## src/hdl/rtwd_pkg.sv

```systemverilog
// shared types and constants for the run-length tile-map row window decoder
// no dependencies; every other file of the block refers to it by scoped names
package rtwd_pkg;

   localparam int MAX_WIDTH_DEFAULT = 1024;
   localparam int QUEUE_DEPTH       = 2;

   // configuration register indexes
   localparam logic [1:0] CSR_START_COLUMN = 2'd0;
   localparam logic [1:0] CSR_WINDOW_WIDTH = 2'd1;
   localparam logic [1:0] CSR_FILL_VALUE   = 2'd2;

   typedef struct packed {
      logic signed [15:0] code_word;
      logic               start_of_row;
   } req_type;

   typedef struct packed {
      logic [15:0] entry_value;
      logic [10:0] repeat_count;
      logic        is_fill;
      logic        last;
   } rsp_type;

   typedef struct packed {
      logic [14:0] start_column;
      logic [10:0] window_width;
      logic [15:0] fill_value;
   } cfg_type;

   typedef enum logic [1:0] {
      OP_LIT_HDR  = 2'd0,
      OP_FILL_HDR = 2'd1,
      OP_ENTRY    = 2'd2
   } op_kind_type;

   // classified request handed from front to back
   typedef struct packed {
      op_kind_type kind;
      logic        row_start;
      logic [16:0] arg;   // run length for headers, entry word for literals
   } op_type;

endpackage

```

## src/hdl/rtwd_front.sv

```systemverilog
// front end: accepts code words and tags each as literal header, fill header or entry
// depends on rtwd_pkg
module rtwd_front (
   input  logic             clock,
   input  logic             reset,
   input  logic             accept,
   input  rtwd_pkg::req_type req,
   output rtwd_pkg::op_type  op
);

   logic        expecting_ff, expecting_in;
   logic [14:0] run_ff, run_in;
   logic        exp_cur;
   logic [14:0] run_cur;
   logic [14:0] run_dec;
   logic [15:0] word;

   assign word    = req.code_word;
   assign exp_cur = req.start_of_row ? 1'b1 : expecting_ff;
   assign run_cur = req.start_of_row ? 15'd0 : run_ff;
   assign run_dec = run_cur - 15'd1;

   always_comb begin
      expecting_in = exp_cur;
      run_in       = run_cur;
      op.row_start = req.start_of_row;
      op.arg       = {1'b0, word};
      op.kind      = rtwd_pkg::OP_ENTRY;
      if (exp_cur) begin
         if (!word[15]) begin
            op.kind = rtwd_pkg::OP_LIT_HDR;
            if (word != 16'd0) begin
               expecting_in = 1'b0;
               run_in       = word[14:0];
            end
         end else begin
            // fill run length is the magnitude of the header
            op.kind = rtwd_pkg::OP_FILL_HDR;
            op.arg  = 17'h10000 - {1'b0, word};
         end
      end else begin
         run_in = run_dec;
         if (run_dec == 15'd0) begin
            expecting_in = 1'b1;
         end
      end
   end

   always_ff @(posedge clock) begin
      if (reset) begin
         expecting_ff <= 1'b1;
         run_ff       <= '0;
      end else if (accept) begin
         expecting_ff <= expecting_in;
         run_ff       <= run_in;
      end
   end

endmodule

```

## src/hdl/rtwd_queue.sv

```systemverilog
// short queue of classified requests between front and back
// depends on rtwd_pkg
module rtwd_queue (
   input  logic             clock,
   input  logic             reset,
   input  logic             push,
   input  rtwd_pkg::op_type push_op,
   input  logic             pop,
   output rtwd_pkg::op_type head_op,
   output logic             empty,
   output logic             full
);

   localparam int PtrW = (rtwd_pkg::QUEUE_DEPTH > 1) ? $clog2(rtwd_pkg::QUEUE_DEPTH) : 1;
   localparam int CntW = $clog2(rtwd_pkg::QUEUE_DEPTH + 1);

   rtwd_pkg::op_type slot_ff [rtwd_pkg::QUEUE_DEPTH];
   logic [PtrW-1:0] wr_ptr_ff, rd_ptr_ff;
   logic [CntW-1:0] count_ff;

   assign empty   = (count_ff == CntW'(0));
   assign full    = (count_ff == CntW'(rtwd_pkg::QUEUE_DEPTH));
   assign head_op = slot_ff[rd_ptr_ff];

   function automatic logic [PtrW-1:0] next_ptr(input logic [PtrW-1:0] ptr);
      next_ptr = (ptr == PtrW'(rtwd_pkg::QUEUE_DEPTH - 1)) ? '0 : ptr + PtrW'(1);
   endfunction

   always_ff @(posedge clock) begin
      if (push) begin
         slot_ff[wr_ptr_ff] <= push_op;
      end
   end

   always_ff @(posedge clock) begin
      if (reset) begin
         wr_ptr_ff <= '0;
         rd_ptr_ff <= '0;
         count_ff  <= '0;
      end else begin
         if (push) begin
            wr_ptr_ff <= next_ptr(wr_ptr_ff);
         end
         if (pop) begin
            rd_ptr_ff <= next_ptr(rd_ptr_ff);
         end
         if (push && !pop) begin
            count_ff <= count_ff + CntW'(1);
         end else if (pop && !push) begin
            count_ff <= count_ff - CntW'(1);
         end
      end
   end

endmodule

```

## src/hdl/rtwd_back.sv

```systemverilog
// back end: tracks row position and window, builds span and entry results
// depends on rtwd_pkg
module rtwd_back #(
   parameter int MAX_WIDTH = rtwd_pkg::MAX_WIDTH_DEFAULT
) (
   input  logic              clock,
   input  logic              reset,
   input  rtwd_pkg::cfg_type cfg,
   input  logic              op_valid,
   input  rtwd_pkg::op_type  op,
   output logic              op_pop,
   output logic              rsp_valid,
   input  logic              rsp_stall,
   output rtwd_pkg::rsp_type rsp
);

   logic [15:0] pos_ff, pos_in;
   logic [14:0] skip_ff, skip_in;
   logic [10:0] emitted_ff, emitted_in;
   logic        done_ff, done_in;
   logic        out_valid_ff;
   rtwd_pkg::rsp_type out_ff, out_in;
   logic        produce;

   logic [10:0] eff_w;
   logic [15:0] p;
   logic [14:0] skip_cur;
   logic [10:0] emitted_cur;
   logic        done_cur, done_any;
   logic [15:0] start16;
   logic [15:0] gap;
   logic [15:0] lo;
   logic [16:0] end_run, end_win, hi, count_raw, pos_sum;
   logic [10:0] remain, count;
   logic [10:0] emit_cnt, emit_total;

   assign eff_w = ({21'd0, cfg.window_width} > MAX_WIDTH) ? 11'(MAX_WIDTH) : cfg.window_width;

   assign p           = op.row_start ? 16'd0 : pos_ff;
   assign skip_cur    = op.row_start ? 15'd0 : skip_ff;
   assign emitted_cur = op.row_start ? 11'd0 : emitted_ff;
   assign done_cur    = op.row_start ? 1'b0 : done_ff;
   assign done_any    = done_cur || (emitted_cur >= eff_w);

   assign start16 = {1'b0, cfg.start_column};
   assign gap     = (start16 > p) ? start16 - p : 16'd0;

   // overlap of the fill run with the window
   assign lo        = (p > start16) ? p : start16;
   assign end_run   = {1'b0, p} + op.arg;
   assign end_win   = {2'b00, cfg.start_column} + {6'd0, eff_w};
   assign hi        = (end_run < end_win) ? end_run : end_win;
   assign count_raw = (hi > {1'b0, lo}) ? hi - {1'b0, lo} : 17'd0;
   assign remain    = eff_w - emitted_cur;
   assign count     = (count_raw > {6'd0, remain}) ? remain : count_raw[10:0];

   assign op_pop    = op_valid && (!out_valid_ff || !rsp_stall);
   assign rsp_valid = out_valid_ff;
   assign rsp       = out_ff;

   always_comb begin
      pos_in     = p;
      skip_in    = skip_cur;
      emitted_in = emitted_cur;
      done_in    = done_cur;
      produce    = 1'b0;
      emit_cnt   = 11'd1;
      pos_sum    = {1'b0, p} + 17'd1;
      out_in.entry_value = op.arg[15:0];
      out_in.is_fill     = 1'b0;
      unique case (op.kind)
         rtwd_pkg::OP_LIT_HDR: begin
            if (op.arg != 17'd0) begin
               skip_in = (gap > op.arg[15:0]) ? op.arg[14:0] : gap[14:0];
            end
         end
         rtwd_pkg::OP_FILL_HDR: begin
            pos_sum            = {1'b0, p} + op.arg;
            out_in.entry_value = cfg.fill_value;
            out_in.is_fill     = 1'b1;
            emit_cnt           = count;
            produce            = !done_any && (count_raw != 17'd0);
         end
         rtwd_pkg::OP_ENTRY: begin
            if (skip_cur != 15'd0) begin
               skip_in = skip_cur - 15'd1;
            end else begin
               produce = !done_any;
            end
         end
         default: begin
         end
      endcase
      if (op.kind != rtwd_pkg::OP_LIT_HDR) begin
         pos_in = pos_sum[16] ? 16'hFFFF : pos_sum[15:0];
      end
      emit_total          = emitted_cur + emit_cnt;
      out_in.repeat_count = emit_cnt;
      out_in.last         = emit_total >= eff_w;
      if (produce) begin
         emitted_in = emit_total;
         done_in    = done_cur || out_in.last;
      end
   end

   always_ff @(posedge clock) begin
      if (reset) begin
         pos_ff       <= '0;
         skip_ff      <= '0;
         emitted_ff   <= '0;
         done_ff      <= 1'b0;
         out_valid_ff <= 1'b0;
      end else begin
         if (op_pop) begin
            pos_ff     <= pos_in;
            skip_ff    <= skip_in;
            emitted_ff <= emitted_in;
            done_ff    <= done_in;
         end
         if (op_pop && produce) begin
            out_valid_ff <= 1'b1;
         end else if (!rsp_stall) begin
            out_valid_ff <= 1'b0;
         end
      end
   end

   always_ff @(posedge clock) begin
      if (op_pop && produce) begin
         out_ff <= out_in;
      end
   end

endmodule

```

## src/hdl/rle_tilemap_row_window_decoder.sv

```systemverilog
// run-length tile-map row decoder that emits a configured column window
// an accepted request is queued, then any span it yields goes to the output register
// throughput: one request per cycle unless stalled (one-step back end, output register)
// requests stall only when the two-entry queue between front and back is full
// reset (synchronous): config zeroed, decoder at row start, queue and output empty
module rle_tilemap_row_window_decoder #(
   parameter int MAX_WIDTH = rtwd_pkg::MAX_WIDTH_DEFAULT
) (
   input  logic              clock,
   input  logic              reset,
   input  logic              req_valid,
   output logic              req_stall,
   input  rtwd_pkg::req_type req_payload,
   output logic              rsp_valid,
   input  logic              rsp_stall,
   output rtwd_pkg::rsp_type rsp_payload,
   input  logic              csr_wr_en,
   input  logic [1:0]        csr_index,
   input  logic [15:0]       csr_wdata
);

   rtwd_pkg::cfg_type cfg_ff;
   rtwd_pkg::op_type  front_op, head_op;
   logic req_accept, q_empty, q_full, q_pop;

   assign req_stall  = q_full;
   assign req_accept = req_valid && !q_full;

   always_ff @(posedge clock) begin
      if (reset) begin
         cfg_ff <= '0;
      end else if (csr_wr_en) begin
         unique case (csr_index)
            rtwd_pkg::CSR_START_COLUMN: cfg_ff.start_column <= csr_wdata[14:0];
            rtwd_pkg::CSR_WINDOW_WIDTH: cfg_ff.window_width <= csr_wdata[10:0];
            rtwd_pkg::CSR_FILL_VALUE:   cfg_ff.fill_value   <= csr_wdata;
            default: begin
            end
         endcase
      end
   end

   rtwd_front u_front (
      .clock  (clock),
      .reset  (reset),
      .accept (req_accept),
      .req    (req_payload),
      .op     (front_op)
   );

   rtwd_queue u_queue (
      .clock   (clock),
      .reset   (reset),
      .push    (req_accept),
      .push_op (front_op),
      .pop     (q_pop),
      .head_op (head_op),
      .empty   (q_empty),
      .full    (q_full)
   );

   rtwd_back #(
      .MAX_WIDTH (MAX_WIDTH)
   ) u_back (
      .clock     (clock),
      .reset     (reset),
      .cfg       (cfg_ff),
      .op_valid  (!q_empty),
      .op        (head_op),
      .op_pop    (q_pop),
      .rsp_valid (rsp_valid),
      .rsp_stall (rsp_stall),
      .rsp       (rsp_payload)
   );

endmodule

```

## config.mk

```make
export PLATFORM = sky130hd
export DESIGN_NAME = rle_tilemap_row_window_decoder
export DESIGN_NICKNAME = d
export VERILOG_FILES = /design/src/hdl/rtwd_pkg.sv /design/src/hdl/rtwd_front.sv /design/src/hdl/rtwd_queue.sv /design/src/hdl/rtwd_back.sv /design/src/hdl/rle_tilemap_row_window_decoder.sv
export SDC_FILE = /design/constraint.sdc
export NUM_CORES = 1
export LEC_CHECK = 0
export BUFFER_PORTS_ARGS = -buffer_cell sky130_fd_sc_hd__buf_4
export CAP_MARGIN = 20
export CORE_MARGIN = 2
export CORE_UTILIZATION = 25
export DETAILED_ROUTE_END_ITERATION = 6
export PLACE_DENSITY = 0.45
export SYNTH_ARGS = -nofsm -noshare
export SYNTH_HDL_FRONTEND = slang
export SYNTH_SLANG_ARGS = --single-unit
export TNS_END_PERCENT = 30
```

## constraint.sdc

```tcl
create_clock -name clock -period 11.4 [get_ports clock]
set_clock_uncertainty 0.1 [all_clocks]
set_input_delay 1.71 -clock clock [delete_from_list [all_inputs] [get_ports clock]]
set_output_delay 1.71 -clock clock [all_outputs]
set_load 0.01 [all_outputs]
```

==> flow_summary.json <==
{
  "dieArea_um2": 61500,
  "fp.coreArea_um2": 58900,
  "grt_max_degree": 72,
  "synth_xor_area_share_pct": 5.71,
  "clk_latency_ns": 0.48,
  "drv_cap": 0,
  "seq_area_um2": 4220,
  "drive_gt1_share_pct": 16.7,
  "ys_warn_count": 0,
  "outcome": "completed",
  "clkSlewWorstSetupHoldPaths_ns": 0.07,
  "critPathCaptureType": "register",
  "grt_overflow": 0,
  "first_iter_violations": 1212,
  "synth_compound_area_share_pct": 21.5,
  "worstHoldEndpoint": "cfg_ff[12]",
  "fin_area_um2": 17700,
  "min_path_type": "reg2reg",
  "critPathKind": "reg2reg",
  "ioPinCount": 71,
  "ys.flop_type": "dfxtp_1",
  "num_rows": 89,
  "die_w_um": 248,
  "seq_area_frac_synth_pct": 28.3,
  "final_common_cell": "nand2_1",
  "syn_avg_cell_area_um2": 8.10,
  "crit_family": "compound AO/OA/AOI/OAI gates",
  "vias": 14200,
  "p_per_area_nw_per_um2": 360,
  "worstReg2RegEnd": "u_back.done_ff",
  "antenna_found_initial": 3,
  "timing.rr.start": "cfg_ff[26]",
  "synthArstFlopShare_pct": 0,
  "final_max_slew_viol_count": 0,
  "r2r_slack_ns": 0.48,
  "crit_fanout": 12,
  "io_buffers": 70,
  "fmaxAchievable_mhz": 91.6,
  "clock_path_buffers": 2,
  "dr.pass1.iters": 5,
  "worst-path-buf-inv": 7,
  "fin_crit_sh_pct": 95.8,
  "slowest_delay_ns": 0.59,
  "crit_arrival_ns": 11.21,
  "hpwl_mm": 42.6,
  "leakage_nw": 7.36,
  "drc_errors": 0,
  "min_period_ns": 10.92,
  "dp.cells": 2687,
  "finalWirelength_mm": 54.6,
  "syn_area_um2": 14900,
  "cpMostUsedCell": "a21oi_2",
  "clock_sinks": 176,
  "min-delay-start": "cfg_ff[12]",
  "syn_to_final_growth_pct": 18.8,
  "grt_pass1_wl_mm": 81.3,
  "tightest_slew_ns": 0.988,
  "slew_headroom_pct": 33.8,
  "synth-edff-count": 69,
  "required_ns": 11.69,
  "syn_inst": 1836,
  "wl_per_cell_um": 20.0,
  "cts_tree": "done",
  "yosys.area_share.simple_pct": 20.6,
  "die_y_um": 248,
  "ff2ff_path_depth": 56,
  "slowest_stage": "or4_4",
  "finalSetupViolations": 0,
  "cts_buffers": 17,
  "place_area_um2": 16700,
  "hold_path_depth": 2,
  "grt_usage_pct": 17.4,
  "crit_start": "cfg_ff[26]",
  "postCtsHoldBufs": 0,
  "ir_worst_vdd_uv": 273,
  "synthAdderAreaFrac_pct": 12.8,
  "finalNetCount": 2128,
  "fillers": 6218,
  "power.total_mw": 6.37,
  "cts_root_buf": "clkbuf_16",
  "synth_top_family_by_area": "compound AO/OA/AOI/OAI gates",
  "start_util_pct": 25.2,
  "layout_common_cells": "201 x nand2_1, 165 x a21oi_1, 162 x buf_4",
  "muxShareOfSynthArea_pct": 6.14,
  "grt_pass1_vias": 13300,
  "antenna_left": 0,
  "utilization_pct": 30.0,
  "layout.cells.non_filler": 2731,
  "viasPerCell": 5.18,
  "hold_viol_final": 0,
  "synth_cell_type_count": 93,
  "cp-start-kind": "register",
  "ys_ff_latch": 176,
  "htreeDepth": 4,
  "multi_input_area_um2": 10200,
  "whs_ns": 0.354,
  "gp_congestion": 0.915
}
[tightest hold or removal path: cells and delay by family, from the launching register on]
family	cells	cell delay [ns]
flip-flops	1	0.31
AND/OR/NAND/NOR	1	0.05
AO/OA/AOI/OAI	1	0.05
[what timing repair did]
| item | in CTS | in global routing |
|---|---|---|
| cloned | 0 | 0 |
| pin swaps | 1 | 44 |
| buffers inserted | 1 | 9 |
| resized for setup | 0 | 76 |
| setup endpoints to repair | 1 | 4 |
[synthesized netlist by cell type (6+ instances only)]
cell type / number / share of area, %
nand2_1: 205 / 5.2
dfxtp_1: 107 / 14
o21bai_1: 8 / 0.40
o21ai_1: 11 / 0.37
fa_1: 6 / 0.81
and2_1: 13 / 0.55
o31ai_1: 7 / 0.35
buf_2: 8 / 0.27
a21oi_1: 174 / 5.9
edfxtp_1: 69 / 14
or4_1: 6 / 0.30
nor3b_1: 8 / 0.40
a32oi_1: 7 / 0.41
nor2_1: 157 / 4.0
a31oi_1: 20 / 0.84
a22oi_1: 6 / 0.30
or3_1: 8 / 0.34
ha_1: 138 / 12
nand3_1: 39 / 1.3
nand4_1: 21 / 0.88
xnor2_1: 70 / 4.1
nand2b_1: 27 / 1.1
a311oi_1: 10 / 0.59
mux2i_1: 55 / 3.7
or2_2: 8 / 0.34
a211o_1: 7 / 0.41
nor4_1: 16 / 0.67
nor3_1: 46 / 1.5
o211ai_1: 13 / 0.66
and3_1: 25 / 1.1
o21a_1: 19 / 0.96
o22ai_1: 11 / 0.46
a211oi_1: 19 / 0.96
inv_1: 106 / 2.7
nor2b_1: 25 / 1.1
mux2_2: 31 / 2.3
clkbuf_1: 62 / 1.6
a21o_1: 39 / 2.0
o21ai_0: 96 / 3.2
xor2_1: 27 / 1.6
[power breakdown]
group | switching (mW) | leakage (nW) | internal [mW]
clock network | 0.312 | 0.282 | 0.290
logic | 2.88 | 5.57 | 2.00
registers | 0.0949 | 1.51 | 0.792
total | 3.28 | 7.36 | 3.09
[logic make-up (layout without fill, tap and decap cells)]
| kind of cell | Yosys count | count (layout) |
|---|---|---|
| mux | 87 | 87 |
| simple gates | 634 | 634 |
| other cells | 1 | 3 |
| flops | 176 | 176 |
| xor+xnor | 97 | 97 |
| fa+ha+maj | 149 | 149 |
| compound gates | 506 | 506 |
| buf+inv | 186 | 306 |
[worst max path at each step]
stage                                 to  slack (ns)  cells past startpoint
after floorplan            u_back.rsp[0]       0.005                     57
after global placement    u_back.done_ff        0.17                     57
after detailed placement  u_back.done_ff        0.06                     57
after CTS                 u_back.done_ff       0.009                     55
after global routing      u_back.done_ff       -0.07                     56
final                     u_back.done_ff        0.48                     56
[flip-flops by register name (all words and copies together) (netlist names), 2 cells and up, named ones only]
| name | cells |
|---|---|
| u_back.emitted_ff | 11 |
| u_back.pos_ff | 16 |
| u_queue.count_ff | 2 |
| u_queue.slot_ff | 40 |
| u_back.rsp | 29 |
| u_front.run_ff | 15 |
| cfg_ff | 42 |
| u_back.skip_ff | 15 |
[metrics by stage]
stage                     worst slack [ns]  setup TNS (ns)
after floorplan                    0.00504               0
after global placement               0.168               0
after detailed placement            0.0624               0
after CTS                          0.00864               0
after global routing               -0.0739         -0.0739
final                                0.480               0
[metal layers]
layer  part of all wire [%]  global-route usage, %
met2                     47                   28.8
met3                    4.2                   2.82
met5                  0.048                      0
met4                    2.8                   5.95
met1                     46                   22.9
[layout make-up]
| type | count | area share, % |
|---|---|---|
| antenna | 1 | 0.0142 |
| sequential | 176 | 23.9 |
| tap | 773 | 5.47 |
| inverter | 109 | 2.32 |
| timing repair buffer | 165 | 7.07 |
| multi-input combinational | 1475 | 58.0 |
| clock buffer | 17 | 2.41 |
| clock inverter | 15 | 0.850 |
No activity file was read; power rests on OpenSTA's default activity.
